[config.mk]
export PLATFORM = sky130hd
export DESIGN_NAME = button_press_classifier
export DESIGN_NICKNAME = d
export VERILOG_FILES = /design/src/sv/bpc_pkg.sv /design/src/sv/bpc_step.sv /design/src/sv/button_press_classifier.sv
export VERILOG_INCLUDE_DIRS = /design/src /design/src/sv
export SDC_FILE = /design/constraint.sdc
export NUM_CORES = 1
export LEC_CHECK = 0
export ABC_CLOCK_PERIOD_IN_PS = 9250
export BUFFER_PORTS_ARGS = -buffer_cell sky130_fd_sc_hd__buf_4
export CAP_MARGIN = 40
export CORE_ASPECT_RATIO = 1.75
export CORE_MARGIN = 10
export CORE_UTILIZATION = 60
export CTS_CLUSTER_DIAMETER = 60
export CTS_CLUSTER_SIZE = 8
export DETAILED_ROUTE_END_ITERATION = 10
export PLACE_DENSITY = 0.81
export SYNTH_ARGS = -nofsm -noshare
export SYNTH_HDL_FRONTEND = slang
export SYNTH_SLANG_ARGS = --single-unit
[constraint.sdc]
create_clock -name clk_i -period 9.25 [get_ports clk_i]
set_input_delay 0 -clock clk_i [delete_from_list [all_inputs] [get_ports clk_i]]
set_output_delay 0 -clock clk_i [all_outputs]
set_load 0.02 [all_outputs]
[src/sv/assert_macros.svh]
// assert_macros.svh: concurrent assertion wrappers for the button classifier RTL.
// No dependencies; define ASSERT_OFF to compile the checks out.
`ifndef ASSERT_MACROS_SVH
`define ASSERT_MACROS_SVH
`ifndef ASSERT_OFF
// check sampled on clk, disabled while the active-low reset is asserted
`define ASSERT_RST(lbl, clk, rstn, prop, msg) \
  lbl: assert property (@(posedge clk) disable iff (!rstn) prop) else $error(msg);
// check sampled on clk, active during reset too
`define ASSERT_ALWAYS(lbl, clk, prop, msg) \
  lbl: assert property (@(posedge clk) prop) else $error(msg);
`else
`define ASSERT_RST(lbl, clk, rstn, prop, msg)
`define ASSERT_ALWAYS(lbl, clk, prop, msg)
`endif
`endif

[src/sv/bpc_pkg.sv]
// bpc_pkg: shared types and constants for the button press classifier.
// No dependencies; used by bpc_step and button_press_classifier.
`timescale 1ns / 1ps

package bpc_pkg;

  localparam int unsigned CntW   = 8;
  localparam int unsigned PatW   = 3;
  localparam int unsigned CmdW   = 7;
  localparam int unsigned SleepW = 16;
  localparam int unsigned CfgIdxW  = 2;
  localparam int unsigned CfgDataW = 16;

  // register indexes on the config port
  localparam logic [CfgIdxW-1:0] RegShortPress = 2'd0;
  localparam logic [CfgIdxW-1:0] RegLongPress  = 2'd1;
  localparam logic [CfgIdxW-1:0] RegRepeat     = 2'd2;
  localparam logic [CfgIdxW-1:0] RegSleepLoad  = 2'd3;

  // register reset values
  localparam logic [CntW-1:0]   ShortPressRst = 8'd2;
  localparam logic [CntW-1:0]   LongPressRst  = 8'd40;
  localparam logic [CntW-1:0]   RepeatRst     = 8'd10;
  localparam logic [SleepW-1:0] SleepLoadRst  = 16'd1000;

  typedef struct packed {
    logic [CntW-1:0]   short_press_ticks;
    logic [CntW-1:0]   long_press_ticks;
    logic [CntW-1:0]   repeat_ticks;
    logic [SleepW-1:0] sleep_reload;
  } cfg_t;

  typedef struct packed {
    logic [CntW-1:0]   press_count;
    logic [PatW-1:0]   last_pattern;
    logic [CmdW-1:0]   pending_command;
    logic [SleepW-1:0] sleep_count;
  } state_t;

endpackage

[src/sv/bpc_step.sv]
// bpc_step: next-state and result logic for one word of the button classifier.
// Depends on bpc_pkg (cfg_t, state_t, widths).
`timescale 1ns / 1ps

module bpc_step (
  input  bpc_pkg::cfg_t                 cfg_i,
  input  bpc_pkg::state_t               state_i,
  input  logic                          tick_i,
  input  logic [bpc_pkg::PatW-1:0]      button_levels_i,
  input  logic                          wake_i,
  input  logic                          take_command_i,
  output bpc_pkg::state_t               state_o,
  output logic [bpc_pkg::CmdW-1:0]      command_o
);

  logic [bpc_pkg::CntW-1:0] cnt_inc;
  logic [bpc_pkg::CntW:0]   upper;      // signed long - repeat
  logic                     short_hit;
  logic [bpc_pkg::CmdW-1:0] cmd_tick;

  assign cnt_inc = state_i.press_count + 8'd1;
  assign upper   = {1'b0, cfg_i.long_press_ticks} - {1'b0, cfg_i.repeat_ticks};
  assign short_hit = (state_i.press_count > cfg_i.short_press_ticks) &&
                     ($signed({1'b0, state_i.press_count}) < $signed(upper));

  always_comb begin
    state_o  = state_i;
    cmd_tick = state_i.pending_command;

    // button pattern tracking
    if (tick_i) begin
      if (button_levels_i != '0) begin
        if (button_levels_i == state_i.last_pattern) begin
          state_o.press_count = cnt_inc;
          if (cnt_inc == cfg_i.long_press_ticks) begin
            cmd_tick = {state_i.last_pattern, 4'b0000};
            state_o.press_count = cfg_i.long_press_ticks - cfg_i.repeat_ticks;
          end
        end else begin
          state_o.last_pattern = button_levels_i;
        end
      end else begin
        if (short_hit) begin
          cmd_tick = {4'b0000, state_i.last_pattern};
        end
        state_o.press_count = '0;
      end
      // sleep countdown saturates at zero
      if (state_i.sleep_count != '0) begin
        state_o.sleep_count = state_i.sleep_count - 16'd1;
      end
    end
    if (wake_i) begin
      state_o.sleep_count = cfg_i.sleep_reload;
    end

    // report before clearing on take
    state_o.pending_command = take_command_i ? '0 : cmd_tick;
  end

  assign command_o = cmd_tick;

endmodule

[src/sv/button_press_classifier.sv]
// Button press classifier: short, long and autorepeat detection on three buttons.
// The result word of an accepted input word is written to the output register in the next cycle.
// Throughput: one word per cycle while the output is not stalled; the whole state update is one combinational pass.
// Input is taken whenever the output register is empty or being drained.
// Reset (rst_ni low, async): state cleared, registers to defaults, sleep counter to 1000.
// Depends on bpc_pkg, bpc_step and assert_macros.svh.
`timescale 1ns / 1ps
`include "assert_macros.svh"

module button_press_classifier (
  input  logic                             clk_i,
  input  logic                             rst_ni,
  // config write port
  input  logic                             cfg_we_i,
  input  logic [bpc_pkg::CfgIdxW-1:0]      cfg_idx_i,
  input  logic [bpc_pkg::CfgDataW-1:0]     cfg_wdata_i,
  // input channel
  input  logic                             in_valid_i,
  output logic                             in_ready_o,
  input  logic                             tick_i,
  input  logic [bpc_pkg::PatW-1:0]         button_levels_i,
  input  logic                             wake_i,
  input  logic                             take_command_i,
  // output channel
  output logic                             out_valid_o,
  input  logic                             out_ready_i,
  output logic [bpc_pkg::CmdW-1:0]         command_o,
  output logic [bpc_pkg::SleepW-1:0]       sleep_remaining_o
);

  bpc_pkg::cfg_t   cfg_q;
  bpc_pkg::state_t state_q, state_d;
  logic [bpc_pkg::CmdW-1:0]   cmd_d, cmd_q;
  logic                       out_valid_q;
  logic                       accept;

  assign in_ready_o = !out_valid_q || out_ready_i;
  assign accept     = in_valid_i && in_ready_o;

  // config registers
  always_ff @(posedge clk_i or negedge rst_ni) begin
    if (!rst_ni) begin
      cfg_q.short_press_ticks <= bpc_pkg::ShortPressRst;
      cfg_q.long_press_ticks  <= bpc_pkg::LongPressRst;
      cfg_q.repeat_ticks      <= bpc_pkg::RepeatRst;
      cfg_q.sleep_reload      <= bpc_pkg::SleepLoadRst;
    end else if (cfg_we_i) begin
      case (cfg_idx_i)
        bpc_pkg::RegShortPress: cfg_q.short_press_ticks <= cfg_wdata_i[bpc_pkg::CntW-1:0];
        bpc_pkg::RegLongPress:  cfg_q.long_press_ticks  <= cfg_wdata_i[bpc_pkg::CntW-1:0];
        bpc_pkg::RegRepeat:     cfg_q.repeat_ticks      <= cfg_wdata_i[bpc_pkg::CntW-1:0];
        bpc_pkg::RegSleepLoad:  cfg_q.sleep_reload      <= cfg_wdata_i;
        default: ;
      endcase
    end
  end

  // next-state logic
  bpc_step u_step (
    .cfg_i           (cfg_q),
    .state_i         (state_q),
    .tick_i          (tick_i),
    .button_levels_i (button_levels_i),
    .wake_i          (wake_i),
    .take_command_i  (take_command_i),
    .state_o         (state_d),
    .command_o       (cmd_d)
  );

  // classifier state, updated on each accepted word
  always_ff @(posedge clk_i or negedge rst_ni) begin
    if (!rst_ni) begin
      state_q.press_count     <= '0;
      state_q.last_pattern    <= '0;
      state_q.pending_command <= '0;
      state_q.sleep_count     <= bpc_pkg::SleepLoadRst;
    end else if (accept) begin
      state_q <= state_d;
    end
  end

  // output register valid
  always_ff @(posedge clk_i or negedge rst_ni) begin
    if (!rst_ni) begin
      out_valid_q <= 1'b0;
    end else if (in_ready_o) begin
      out_valid_q <= in_valid_i;
    end
  end

  // output payload
  always_ff @(posedge clk_i) begin
    if (accept) begin
      cmd_q <= cmd_d;
    end
  end

  assign out_valid_o       = out_valid_q;
  assign command_o         = cmd_q;
  assign sleep_remaining_o = state_q.sleep_count;

  // checks
  `ASSERT_RST(a_take_clears, clk_i, rst_ni,
    (accept && take_command_i) |=> (state_q.pending_command == '0),
    "pending command not cleared after take")
  `ASSERT_RST(a_accept_gives_result, clk_i, rst_ni,
    accept |=> out_valid_o,
    "accepted word produced no result")
  `ASSERT_RST(a_sleep_dec, clk_i, rst_ni,
    (accept && tick_i && !wake_i && (state_q.sleep_count != '0))
      |=> (state_q.sleep_count == $past(state_q.sleep_count) - 16'd1),
    "sleep counter did not decrement on tick")
  `ASSERT_RST(a_no_tick_count_hold, clk_i, rst_ni,
    (accept && !tick_i) |=> $stable(state_q.press_count),
    "press count changed without a tick")

endmodule
### Word level (Yosys, flattened, before mapping)

Index checks and enable logic that the tools add are counted.

* add/subtract/negate cells: 4
* multiply operators: 0
* divide/modulo/power cells: 0
* $lt $le $gt $ge: 2
* eq/ne operators: 6
* shift-type cells: 0
* mux-type cells: 12
* bitwise logic cells: 1
* reductions and logical operators: 16

Operators by type and width (count)
* 16-bit 2-to-1 mux: 3
* 7-bit 2-to-1 mux: 6
* 8-bit 2-to-1 mux: 3
* 16-bit nonzero test: 1
* 16-bit by 1-bit subtractor with 16-bit output (second input constant): 1
* 9-bit less-than comparator: 1
* 8-bit by 8-bit subtractor with 9-bit output: 1
* 8-bit by 1-bit adder with 8-bit output (second input constant): 1
* 8-bit equality test: 1
* 8-bit > comparator: 1
* 2-bit AND reduction: 4
* 8-bit subtractor: 1
* 3-bit AND reduction: 2
* 2-bit equality test (second input constant): 2
* 4-bit AND reduction: 1
* 2-bit nonzero test: 2
* 3-bit equality test: 1
* 3-bit nonzero test: 1
* 2-bit by 1-bit equality test with 1-bit output (second input constant): 1
* 1-bit logical AND: 2
* 2-bit logical NOT: 1
* 2-bit != test (second input constant): 1
* 1-bit logical NOT: 1
* 1-bit logical OR: 1
* 1-bit NOT: 1

* flip-flop bits (word level): 82
* latch bits: 0
* memory bits (writable): 0
* bits in read-only memories: 0
* bits of input ports: 29
* output and inout bits: 25
* word-level logic and storage cells: 51
* memories kept: 0

### Longest topological paths before layout

Gate-level depths: netlist (run 1).

* word-level depth: 7
* depth in mapped cells: 15
* mapped depth without buffers: 15

### By module

Synthesis (run 1) repeated with hierarchy kept, for this count alone.

* cells, all modules: 482
* area, all modules: 5156.2 sq um

Modules (own cells, without submodules)
* button_press_classifier: times used 1, cells each 184, area an instance 3169.3 sq um, seq. area each 2108.3 sq um
* bpc_step: times used 1, cells each 298, area an instance 1986.9 sq um, seq. area each 0.0 sq um

### Least setup slack after synthesis (run 1)

Ideal clock, no wire load.

* kind: register to register
* from: reg cfg_q[19] (netlist name)
* to: reg cmd_q (netlist bit command_o[0]) (data pin)
* library setup time: 256 ps
* arrival time: 2949 ps
* data required time: 8994 ps
* path slack: 6045 ps
* stages on the path, launching flop included: 15
* buffers on the path: 0
* clock period less this slack: 3205 ps
* path through: dfstp_2 -> inv_1 -> ha_1 -> o21a_1 -> o31a_1 -> o22ai_1 -> xor2_1 -> ha_1 -> a21oi_1 -> o22ai_1 -> nor4_1 -> and3_1 -> and3_1 -> nor2_2 -> a22o_1

* word-level cells in the longest chain between the ends: 6

Ends and longest elaborated chain
* from (decl): line button_press_classifier.sv:31 `bpc_pkg::cfg_t cfg_q;`
* 8-bit by 8-bit subtractor with 9-bit output: line bpc_step.sv:22 `assign upper = {1'b0, cfg_i.long_press_ticks} - {1'b0, cfg_i.repeat_ticks};`
* 9-bit less-than comparator: line bpc_step.sv:24 `($signed({1'b0, state_i.press_count}) < $signed(upper));`
* 1-bit logical AND: line bpc_step.sv:23 `assign short_hit = (state_i.press_count > cfg_i.short_press_ticks) &&`
* 7-bit 2-to-1 mux: line bpc_step.sv:43 `if (short_hit) begin`
* 7-bit 2-to-1 mux: line bpc_step.sv:32 `if (button_levels_i != '0) begin`
* 7-bit 2-to-1 mux: line bpc_step.sv:31 `if (tick_i) begin`
* net cmd_d (one bit): line button_press_classifier.sv:33 `logic [bpc_pkg::CmdW-1:0] cmd_d, cmd_q;`
* to (signal assigned): line button_press_classifier.sv:94 `cmd_q <= cmd_d;`
* to (decl): line button_press_classifier.sv:33

The timed path passes the listed nets, and every way through them passes these cells.
A chain may end at the register's enable or synchronous reset.

### Worst setup path after layout (run 1)

* from: reg cfg_q[24] (netlist name)
* to: reg cmd_q (netlist bit command_o[1]) (data pin)

* word-level cells in the longest chain between the ends: 6
* elaborated cells on any way between the ends: 9
* those cells by class: 1 x add/sub; 1 x order compare; 1 x eq/ne; 5 x mux; 1 x reduce/logical

Ends and longest elaborated chain (line)
* 8-bit by 8-bit subtractor with 9-bit output: bpc_step.sv:22
* 9-bit less-than comparator: bpc_step.sv:24
* 1-bit logical AND: bpc_step.sv:23
* 7-bit 2-to-1 mux: bpc_step.sv:43
* 7-bit 2-to-1 mux (*): bpc_step.sv:32
* 7-bit 2-to-1 mux (*): bpc_step.sv:31
* net cmd_d (one bit): button_press_classifier.sv:33

The timed path passes the listed nets; every way through them passes the cells marked *.

==> key figures, run 1 <==
Synthesis
  – Cells after synthesis: slightly above 500
  – Post-synthesis async set-or-reset flop share: roughly nine tenths
  – Number of distinct library cells after synthesis: 63
  – Top cell type's share of synthesized area: 28.96%
  – Synth cell count leaders: dfrtp_1, o21ai_0, mux2_2
  – Synth Cell Area: approximately 5000 um^2
  – Synth warn: 0
  – Main flop type after synthesis: dfrtp_1
  – Number of enable flip-flop cells after synthesis: 7
  – Top-count cell post-synth: dfrtp_1
  – Top post-synthesis cells by area: dfrtp_1, dfstp_2, mux2_2, ha_1, o21ai_0
  – Post-synth top area cell: dfrtp_1
  – Synth Register Bits: between 80 and 90
  – Synthesized area per cell: a little under 10 um^2
  – Post-synth net total: 560
  – Part of the Yosys area used for sequential elements: a little over two fifths

Power and ir drop
  – Max IR drop VDD: 159.6 uV
  – Clock power frac: around a quarter
  – Flop pwr share: about two fifths
  – Sw Ratio: between 30% and 40%
  – Pwr dens: 238.8 nW/um^2
  – Total design power: approximately 1400 uW
  – Total leakage power: ~0.0026 uW
  – Switching power: approximately 500 uW
  – Comb power frac: a little over a third
  – P_int: between 900 and 1000 uW

Cells and area
  – Final nets: roughly 620
  – # fillers: 581
  – Seq. cell area: ~2100 um^2
  – Finished Layout Cells: between 600 and 700
  – Synth-to-Final Area Change: 17.28%
  – Final Instance Area: approximately 5900 um^2
  – Ant diodes: 0
  – Multi-input logic area: around 2600 um^2
  – Share of layout cells above drive strength 1: 24.25%

Clocking
  – Clk_lat worst skew: between 0.3 and 0.4 ns
  – Reg clk slew, reported paths: 0.06 ns
  – Root buf cell: clkbuf_16
  – Clock Path Buffers: 2
  – H-tree levels: 3
  – CTS tree: yes
  – TritonCTS Buffers: 9
  – Clock Sinks: between 80 and 90

Placement
  – DP Cell Count: approximately 620
  – PortBufs: 53
  – GP Congestion: 0.9129
  – Area post-placement: around 5400 um^2
  – HPWL Detailed: around 9000 um

Detailed routing
  – DR pass1 iterations: 7
  – Drc violations: 0
  – Total number of vias: 4064
  – Drt total wl: ~12000 um
  – DR WL/cell: 18.70 um
  – Vias per cell: slightly above 6
  – Post-DRT Antenna Nets: 0
  – Initial drt markers: between 200 and 250

Global route
  – Grt ovf: 0
  – Antenna violations before repair: 0
  – Largest net degree at the start of global routing: 54
  – GRT Util Overall: roughly a fifth
  – First-pass GRT wire length: 20580 um
  – Vias in the first global route: around 4300

Critical path
  – CP Capture Type: flip-flop
  – Worst setup path class: flip-flop to flip-flop
  – WP data arrival: around 3.7 ns
  – CP startpoint kind: flip-flop
  – Required time worst endpoint: just over 9 ns
  – CP Max Fanout: 8

STA
  – Setup TNS: 0 ns
  – Hold slack: slightly below 0.1 ns
  – Max Freq: between 0.2 and 0.3 GHz
  – Clock skew: 0.004894 ns
  – RSZ-0062 raised after global routing: no
  – Final period utilization: 39.33%
  – Final Max Slew Viols: 0
  – Final setup fails: 0
  – Minimum clock period: ~3.6 ns
  – Relative slew slack: ~47%
  – Worst Max-Slew Pin Slew: between 0.7 and 0.8 ns
  – Final Hold Violating Endpoints: 0

Floorplan
  – Die width: between 80 and 90 um
  – Starting Density: between 60% and 70%
  – DIE AREA: between 10000 and 15000 um^2
  – DIE HEIGHT: 140.9 um
  – Core Region: 8203 um^2
  – Num rows: 44
  – Top-level port count: 54

Status
  – Status: finished clean

Min path
  – Type of the worst min-delay path: primary input to asynchronous set/reset pin

Run
  – Max_cap viols: 0
==> state kept, by name (all words and copies together), names as in the netlist <==
register           cells
sleep_remaining_o     16
out_valid_o            1
cfg_q                 40
state_q               18
command_o              7
==> layout by cell type (no fill, tap or decap), types with 4 or more instances in the layout <==
cell type,count
nor2_1,27
and3_1,9
inv_1,27
o211ai_1,4
a211oi_1,4
edfxtp_1,7
nand3_1,13
mux2_2,38
nand4_1,4
nand2b_1,5
dfstp_2,17
o22ai_1,4
clkbuf_16,9
xor2_1,6
or3_1,10
nand2_1,37
xnor2_1,12
o21ai_0,43
buf_4,54
nor2b_1,8
ha_1,25
dlygate4sd3_1,23
o21a_1,5
nor3_1,15
a22o_1,7
a21oi_1,26
dfrtp_1,58
==> critical path: stages, from the launching register on <==
cell     delay, ns
dfrtp_1       0.38
inv_1         0.06
ha_1          0.20
fa_1          0.40
nor2b_1       0.18
o31a_1        0.17
o22ai_1       0.10
xor2_1        0.20
ha_1          0.28
a21oi_1       0.16
o22ai_1       0.09
nor4_1        0.35
and3_1        0.20
and3_1        0.28
nor2_2        0.12
a22o_1        0.22
==> per-layer routing <==
| metal | track usage, % | vias to the layer above | share of wire, % |
|---|---|---|---|
| met2 | 36.77 | 137 | 55 |
| met4 | 8.502 | 0 | 2.8 |
| li1 | - | 1930 | - |
| met1 | 22.31 | 1969 | 38 |
| met5 | 0 | - | 0 |
| met3 | 4.732 | 28 | 4.1 |
==> layout make-up <==
| class | instances | share of cell area, % |
|---|---|---|
| multi-input cells | 361 | 44.07 |
| flip-flops and latches | 82 | 35.87 |
| repair buffers | 80 | 11.62 |
| clock buffers | 12 | 4.024 |
| well taps | 92 | 1.959 |
| inverters | 27 | 1.725 |
| clock inverters | 3 | 0.7239 |
==> power groups by stage <==
stage	Sequential, uW	Combinational, uW	Clock [uW]
after CTS	560	497	349
final	563	495	345
after global routing	574	554	364
after global placement	559	468	0
after floorplan	538	378	0
after detailed placement	565	486	0
==> path summary, 6_finish.rpt <==
check                                to  cells past startpoint  slack [ns]   startpoint
setup / recovery           command_o[1]                     15        5.61    cfg_q[24]
hold / removal                cfg_q[14]                      2         0.1       rst_ni
setup reg to reg           command_o[1]                     15        5.61    cfg_q[24]
hold reg to reg             state_q[19]                      1        0.48  state_q[19]
max in group asynchronous     cfg_q[33]                      3        8.53       rst_ni
min in group clk_i          state_q[23]                      3        0.10       tick_i
==> repair_timing <==
item                                   in CTS  in global routing
endpoints found under the hold margin     105                  0
buffers inserted                            0                  0
resized for setup                           0                  0
hold buffers                               23                  0
==> per-stage QoR <==
stage	utilization (%)	setup slack, ns
after global routing	71.64	5.391
after CTS	71.64	5.599
after floorplan	-	6.045
after global placement	64.86	5.752
after detailed placement	65.44	5.623
final	71.64	5.612
==> kinds of logic after synthesis <==
kind of cell | Yosys count | share of synthesized area [%]
xor+xnor | 18 | 3.146
compound gates | 130 | 17.35
simple gates | 149 | 16.00
flops | 82 | 42.07
buf+inv | 62 | 6.242
mux | 38 | 8.539
fa+ha+maj | 26 | 6.642
No activity file was read; power rests on OpenSTA's default activity.
==> run 2: changes to the inputs <==
Settings changed: ABC_AREA from default to 1, ABC_CLOCK_PERIOD_IN_PS 9250 to 3410.
Clock period 9.25 ns to 3.41 ns, I/O delays scaled along.
==> run 2 against run 1 <==
Register-to-register slack worse by 5.5 ns; fmax is 9.7% higher; worst hold slack worse by 0.089 ns; flip-flop and latch count stayed put; final area is 2.4% higher; critical path depth is 4 higher; core utilization is 0.77 points higher; synthesized cell count is 26% higher; largest cell class unchanged; sequential share of layout area is 0.85 points lower.
==> key figures, run 2 <==
Synthesis
  – Number of distinct library cells after synthesis: 45 (was 63)
  – Top-count cell post-synth: nand2_1 (was dfrtp_1)
  – Main flop type after synthesis: dfrtp_1 (unchanged)
  – Cells after synthesis: 637 (was 505)
  – Synth Register Bits: 82 (unchanged)
  – Synth cell count leaders: nand2_1, inv_1, dfrtp_1 (was dfrtp_1, o21ai_0, mux2_2)
  – Post-synthesis async set-or-reset flop share: 91.46% (unchanged)
  – Top post-synthesis cells by area: dfrtp_1, nand2_1, dfstp_2, ha_1, inv_1 (was dfrtp_1, dfstp_2, mux2_2, ha_1, o21ai_0)
  – Synthesized area per cell: 8.026 um^2 (was 9.923 um^2)
  – Synth Cell Area: 5112 um^2 (was 5011 um^2)
  – Top cell type's share of synthesized area: 28.39% (was 28.96%)
  – Synth warn: 0 (unchanged)
  – Part of the Yosys area used for sequential elements: 41.24% (was 42.07%)
  – Post-synth top area cell: dfrtp_1 (unchanged)
  – Number of enable flip-flop cells after synthesis: 7 (unchanged)
  – Post-synth net total: 692 (was 560)

Clocking
  – Post-CTS setup buffer count: 0 (unchanged)
  – Root buf cell: clkbuf_16 (unchanged)
  – Reg clk slew, reported paths: 0.06 ns (about the same)
  – TritonCTS Buffers: 9 (unchanged)
  – Clock Path Buffers: 2 (unchanged)
  – H-tree levels: 3 (unchanged)
  – Clock Sinks: 82 (unchanged)
  – Clk_lat worst skew: 0.34 ns (about the same)
  – CTS tree: yes (unchanged)

Min path
  – Hold depth: 3
  – Min-delay src: cfg_wdata_i[2]
  – Type of the worst min-delay path: primary input to flip-flop (was primary input to asynchronous set/reset pin)
  – Hold EP: cfg_q[2]

Critical path
  – Register-to-Register Setup Slack: 0.09 ns (was 5.61 ns)
  – CP Capture Type: flip-flop (unchanged)
  – Max stage delay on crit path: 0.47 ns (was 0.40 ns)
  – CP startpoint kind: flip-flop (unchanged)
  – R2R Path End: command_o[4] (was command_o[1])
  – CP Max Fanout: 5 (was 8)
  – Worst Setup SP: cfg_q[24] (unchanged)
  – Crit path cell chain: inv_1 > ha_1 > fa_1 > o21ai_2 > xor2_1 > ha_1 > nand2_1 > inv_1 > nand2_1 > nand2_1 > nand2_1 > nand2_1 > nand2_1 > nand2_1 > nand2_1 > nand4_1 > nand2_2 > nand3_2 > and2_1 (was inv_1 > ha_1 > fa_1 > nor2b_1 > o31a_1 > o22ai_1 > xor2_1 > ha_1 > a21oi_1 > o22ai_1 > nor4_1 > and3_1 > and3_1 > nor2_2 > a22o_1)
  – Cell with the largest stage delay on the worst path: fa_1 (unchanged)
  – Crit-path most repeated cell: nand2_1
  – R2R Path Start: cfg_q[24] (unchanged)
  – WP data arrival: 3.40 ns (was 3.72 ns)
  – Required time worst endpoint: 3.50 ns (was 9.34 ns)
  – Worst reg2reg path depth: 19 (was 15)
  – Worst setup path class: flip-flop to flip-flop (unchanged)

Placement
  – PortBufs: 53 (unchanged)
  – GP Congestion: 0.8755 (was 0.9129)
  – HPWL Detailed: 8820 um (was 8975 um)
  – Place WS: 0.1456 ns (was 5.623 ns)

Cells and area
  – Largest reg by FF count: cfg_q (unchanged)
  – Synth-to-Final Area Change: 17.74% (was 17.28%)
  – Share of layout cells above drive strength 1: 19.23% (was 24.25%)
  – Most frequent cells in the layout: nand2_1, inv_1, dfrtp_1 (was dfrtp_1, buf_4, o21ai_0)
  – Max reg flops: 40 (unchanged)
  – Final Util: 72.41% (was 71.64%)
  – Final nets: 752 (was 616)
  – Most common cell after layout, fill and taps aside: nand2_1 (was dfrtp_1)
  – Ant diodes: 0 (unchanged)
  – # fillers: 608 (was 581)

Detailed routing
  – Post-DRT Antenna Nets: 0 (unchanged)
  – Drc violations: 0 (unchanged)
  – Initial drt markers: 309 (was 247)
  – Total number of vias: 4454 (was 4064)
  – Drt total wl: 12190 um (was 12290 um)
  – Met3 wire length: 440 um (was 501 um)
  – Met2 WL post-DR: 6504 um (was 6721 um)
  – Top layer in use: met4 (unchanged)
  – Vias per cell: 5.452 (was 6.186)
  – WL met1: 4607 um (was 4716 um)
  – DR pass1 iterations: 6 (was 7)
  – DR WL/cell: 14.91 um (was 18.70 um)

Floorplan
  – Starting Density: 61.50% (was 61.09%)
  – DIE AREA: 12760 um^2 (was 12550 um^2)
  – Die width: 89.78 um (was 89.08 um)
  – Top-level port count: 54 (unchanged)
  – Num rows: 44 (unchanged)
  – DIE HEIGHT: 142.1 um (was 140.9 um)
  – Core Region: 8313 um^2 (was 8203 um^2)

STA
  – Max Freq: 0.3017 GHz (was 0.2749 GHz)
  – Minimum clock period: 3.315 ns (was 3.638 ns)
  – Final Max Slew Viols: 0 (unchanged)
  – Worst Max-Slew Pin Slew: 0.5851 ns (was 0.7982 ns)
  – Setup TNS: 0 ns (unchanged)
  – Relative slew slack: 60.78% (was 46.78%)
  – Final period utilization: 97.22% (was 39.33%)
  – Final worst slack: 0.09491 ns (was 5.612 ns)
  – RSZ-0062 raised after global routing: yes (was no)
  – Final setup fails: 0 (unchanged)
  – Hold slack: 0.01020 ns (was 0.09913 ns)
  – Final Hold Violating Endpoints: 0 (unchanged)
  – Clock skew: 0.007679 ns (was 0.004894 ns)

Global route
  – Vias in the first global route: 4586 (was 4291)
  – Antenna violations before repair: 0 (unchanged)
  – Grt ovf: 0 (unchanged)
  – Largest net degree at the start of global routing: 68 (was 54)
  – GRT Util Overall: 19.18% (was 20.65%)
  – First-pass GRT wire length: 20420 um (was 20580 um)

Power and ir drop
  – Max IR drop VDD: 396.2 uV (was 159.6 uV)
  – Pwr dens: 651.6 nW/um^2 (was 238.8 nW/um^2)
  – Total leakage power: 0.002954 uW (was 0.002594 uW)
  – Total design power: 3922 uW (was 1403 uW)

Run
  – Max_cap viols: 0 (unchanged)

Status
  – Status: finished clean (unchanged)
run 2: critical path, delay by kind of cell, from the launching register on:
kind | cells | cell delay [ns]
AND/OR/NAND/NOR | 12 | 1.07
adder cells (fa/ha/maj) | 3 | 0.98
flip-flops | 1 | 0.37
AO/OA/AOI/OAI | 1 | 0.26
XOR/XNOR | 1 | 0.26
buffers and inverters | 2 | 0.12
run 2: cell type report:
class	instances	area, um^2	area share, %
multi-input combinational	436	2471	41.05
clock inverter	3	42.54	0.7067
tap	115	143.9	2.390
clock buffer	13	240.2	3.991
timing repair buffer	78	670.6	11.14
inverter	90	342.8	5.695
sequential	82	2108	35.02
run 2: how the worst max path moves through the flow:
stage | end | slack, ns
detailed placement | command_o[4] | 0.15
global route | command_o[0] | -0.15
global placement | command_o[4] | 0.29
CTS | command_o[4] | 0.13
finish | command_o[4] | 0.09
floorplan | command_o[4] | 0.50
run 2: cells by family (layout without fill, tap and decap cells):
group / Yosys count / count (layout) / synth area share, %
buffers and inverters: 119 / 184 / 10.65
and+or+nand+nor: 261 / 261 / 23.10
AOI/OAI and AO/OA: 130 / 130 / 14.71
xor gates and xnor gates: 14 / 14 / 2.692
muxes: 5 / 5 / 1.101
DFF: 82 / 82 / 41.24
adders and majority gates: 26 / 26 / 6.510
run 2: through the flow:
step,std cells,instance area [um^2]
after floorplan,637,5112
after global placement,778,5468
after detailed placement,781,5525
after CTS,817,6008
after global routing,817,6020
final,817,6020
run 2: timing repair:
| action | in CTS | in global routing |
|---|---|---|
| resized for setup | 0 | 4 |
| endpoints found under the setup margin | 0 | 10 |
| hold buffers | 20 | 0 |
| hold endpoints to repair | 86 | 0 |
run 2: per-layer routing:
| metal | GRT usage (%) | vias up |
|---|---|---|
| met5 | 0 | - |
| met4 | 12.83 | 0 |
| met3 | 3.487 | 49 |
| met2 | 34.64 | 124 |
| met1 | 19.76 | 2103 |
| li1 | - | 2178 |
run 2: power breakdown:
group | switching [uW] | internal, uW
clock | 381 | 568
combinational | 933 | 613
sequential | 220 | 1210
total | 1530 | 2390
==> run 3: changes to the inputs <==
Settings changed: GPL_TIMING_DRIVEN from default to 0.
==> run 3 against run 2 <==
Register-to-register slack gained 0.12 ns; die area stayed put; clock skew is essentially flat; total power grew 4.2%; non-clock buffer count up 26; sequential share of layout area decreased by 1.2 points; final area grew 3.4%; clock power up 13%; cell count increased by 3.3%; routed wire length increased by 6.5%; largest cell class unchanged.
==> key figures, run 3 (same netlist as run 2, synthesis figures left out) <==
Status
  – Status: finished clean (unchanged)

Cells and area
  – # fillers: 611 (was 608)
  – Most common cell after layout, fill and taps aside: nand2_1 (unchanged)
  – Synth-to-Final Area Change: 21.76% (was 17.74%)
  – Max reg flops: 40 (unchanged)
  – Largest reg by FF count: cfg_q (unchanged)
  – Final Instance Area: 6225 um^2 (was 6020 um^2)
  – Final nets: 778 (was 752)
  – Multi-input logic area: 2471 um^2 (unchanged)
  – Share of layout cells above drive strength 1: 20.74% (was 19.23%)
  – Seq. cell area: 2108 um^2 (unchanged)
  – Most frequent cells in the layout: nand2_1, inv_1, buf_4 (was nand2_1, inv_1, dfrtp_1)

STA
  – RSZ-0062 raised after global routing: no (was yes)
  – Final Hold Violating Endpoints: 0 (unchanged)
  – Max Freq: 0.3133 GHz (was 0.3017 GHz)
  – Final setup fails: 0 (unchanged)
  – Hold slack: 0.08713 ns (was 0.01020 ns)
  – Setup TNS: 0 ns (unchanged)
  – Final period utilization: 93.61% (was 97.22%)
  – Worst Max-Slew Pin Slew: 0.6087 ns (was 0.5851 ns)
  – Relative slew slack: 59.20% (was 60.78%)
  – Final Max Slew Viols: 0 (unchanged)
  – Minimum clock period: 3.192 ns (was 3.315 ns)
  – Final worst slack: 0.2180 ns (was 0.09491 ns)
  – Clock skew: 0.007526 ns (was 0.007679 ns)

Floorplan
  – Core Region: 8313 um^2 (unchanged)
  – Starting Density: 61.50% (unchanged)
  – Die width: 89.78 um (unchanged)
  – DIE HEIGHT: 142.1 um (unchanged)
  – Num rows: 44 (unchanged)
  – Top-level port count: 54 (unchanged)
  – DIE AREA: 12760 um^2 (unchanged)

Critical path
  – R2R Path End: command_o[4] (unchanged)
  – CP Max Fanout: 5 (unchanged)
  – CP Capture Type: flip-flop (unchanged)
  – Cell with the largest stage delay on the worst path: fa_1 (unchanged)
  – R2R Path Start: cfg_q[24] (unchanged)
  – Buf/Inv on CP: 2 (unchanged)
  – CP startpoint kind: flip-flop (unchanged)
  – Register-to-Register Setup Slack: 0.22 ns (was 0.09 ns)
  – Worst Setup SP: cfg_q[24] (unchanged)
  – Max stage delay on crit path: 0.43 ns (was 0.47 ns)
  – Crit-path most repeated cell: nand2_1 (unchanged)
  – Required time worst endpoint: 3.51 ns (was 3.50 ns)
  – WP data arrival: 3.29 ns (was 3.40 ns)
  – Top delay family on crit path: simple AND/OR/NAND/NOR gates (unchanged)
  – Worst reg2reg path depth: 17 (was 19)
  – Crit path cell chain: inv_1 > ha_1 > fa_1 > o21ai_2 > nand2_1 > nand2_1 > a21oi_1 > xor2_1 > inv_1 > ha_1 > nand2_1 > nand2_1 > nand2_1 > nand4_1 > nand2_2 > nand3_2 > and2_1 (was inv_1 > ha_1 > fa_1 > o21ai_2 > xor2_1 > ha_1 > nand2_1 > inv_1 > nand2_1 > nand2_1 > nand2_1 > nand2_1 > nand2_1 > nand2_1 > nand2_1 > nand4_1 > nand2_2 > nand3_2 > and2_1)
  – Worst setup path class: flip-flop to flip-flop (unchanged)

Power and ir drop
  – Total leakage power: 0.003063 uW (was 0.002954 uW)
  – Pwr dens: 656.3 nW/um^2 (was 651.6 nW/um^2)
  – Total design power: 4085 uW (was 3922 uW)
  – Max IR drop VDD: 531.4 uV (was 396.2 uV)

Placement
  – Area post-placement: 5667 um^2 (was 5525 um^2)
  – PortBufs: 52 (was 53)
  – Place WS: 0.006147 ns (was 0.1456 ns)
  – GP Congestion: 0.9615 (was 0.8755)
  – HPWL Detailed: 9502 um (was 8820 um)

Clocking
  – Root buf cell: clkbuf_16 (unchanged)
  – Clk_lat worst skew: 0.34 ns (about the same)
  – Clock Path Buffers: 2 (unchanged)
  – Reg clk slew, reported paths: 0.06 ns (about the same)
  – CTS tree: yes (unchanged)
  – Clock Sinks: 82 (unchanged)
  – TritonCTS Buffers: 9 (unchanged)
  – Post-CTS setup buffer count: 0 (unchanged)
  – H-tree levels: 3 (unchanged)

Detailed routing
  – DR WL/cell: 15.37 um (was 14.91 um)
  – Post-DRT Antenna Nets: 0 (unchanged)
  – Drt total wl: 12980 um (was 12190 um)
  – Vias per cell: 5.445 (was 5.452)
  – DR pass1 iterations: 6 (unchanged)
  – Initial drt markers: 327 (was 309)
  – Drc violations: 0 (unchanged)
  – Total number of vias: 4596 (was 4454)

Global route
  – Grt ovf: 0 (unchanged)
  – Largest net degree at the start of global routing: 43 (was 68)
  – First-pass GRT wire length: 21550 um (was 20420 um)
  – GRT Util Overall: 20.39% (was 19.18%)
  – Vias in the first global route: 4831 (was 4586)
  – Antenna violations before repair: 1 (was 0)

Min path
  – Hold depth: 4 (was 3)
  – Type of the worst min-delay path: primary input to flip-flop (unchanged)
  – Hold EP: cfg_q[19] (was cfg_q[2])
  – Min-delay src: cfg_we_i (was cfg_wdata_i[2])

Run
  – Max_cap viols: 0 (unchanged)
[run 3: worst max path at each step]
stage	to	slack (ns)	cells after the start
4_1_cts	command_o[4]	0.07	14
2_1_floorplan	command_o[4]	0.50	17
6_report	command_o[4]	0.22	17
3_3_place_gp	command_o[4]	0.07	17
3_5_place_dp	command_o[4]	0.006	17
5_1_grt	command_o[4]	0.02	21
[run 3: power by group]
part           switching, uW  internal [uW]  leakage [uW]
logic                    937            654       0.00195
clock network            383            683      0.000157
registers                219           1210      0.000959
total                   1540           2550       0.00306
[run 3: layout make-up]
cell class              instances  area share, %
multi-input cells             436          39.70
flip-flops and latches         82          33.87
repair buffers                 75          10.13
inverters                      90          5.508
clock buffers                  14          4.241
plain buffers                  29          3.236
well taps                     115          2.312
clock inverters                 2         0.9648
diodes                          1        0.04020
[run 3: worst min-delay path: cells and delay by family]
family	cells	cell delay [ns]
AND/OR/NAND/NOR	2	0.24
buffers and inverters	1	0.10
AO/OA/AOI/OAI	1	0.07
[run 3: per-layer routing]
layer | wire length (um) | share of wire [%] | track usage, %
met4 | 523 | 4.0 | 12.32
met1 | 4602 | 35 | 19.53
met2 | 7301 | 56 | 39.13
met3 | 549 | 4.2 | 3.751
met5 | 0 | 0 | 0
[run 3: through the flow]
step | instances | utilization [%]
finish | 844 | 74.88
CTS | 843 | 74.71
global route | 844 | 74.88
global placement | 804 | 67.93
detailed placement | 805 | 68.17
floorplan | 637 | -
[run 3: what timing repair did]
| action | 4_1_cts | 5_1_grt |
|---|---|---|
| endpoints found under the hold margin | 68 | 0 |
| hold buffers | 22 | 0 |
| endpoints found under the setup margin | 1 | 10 |
| gates resized for setup | 1 | 4 |
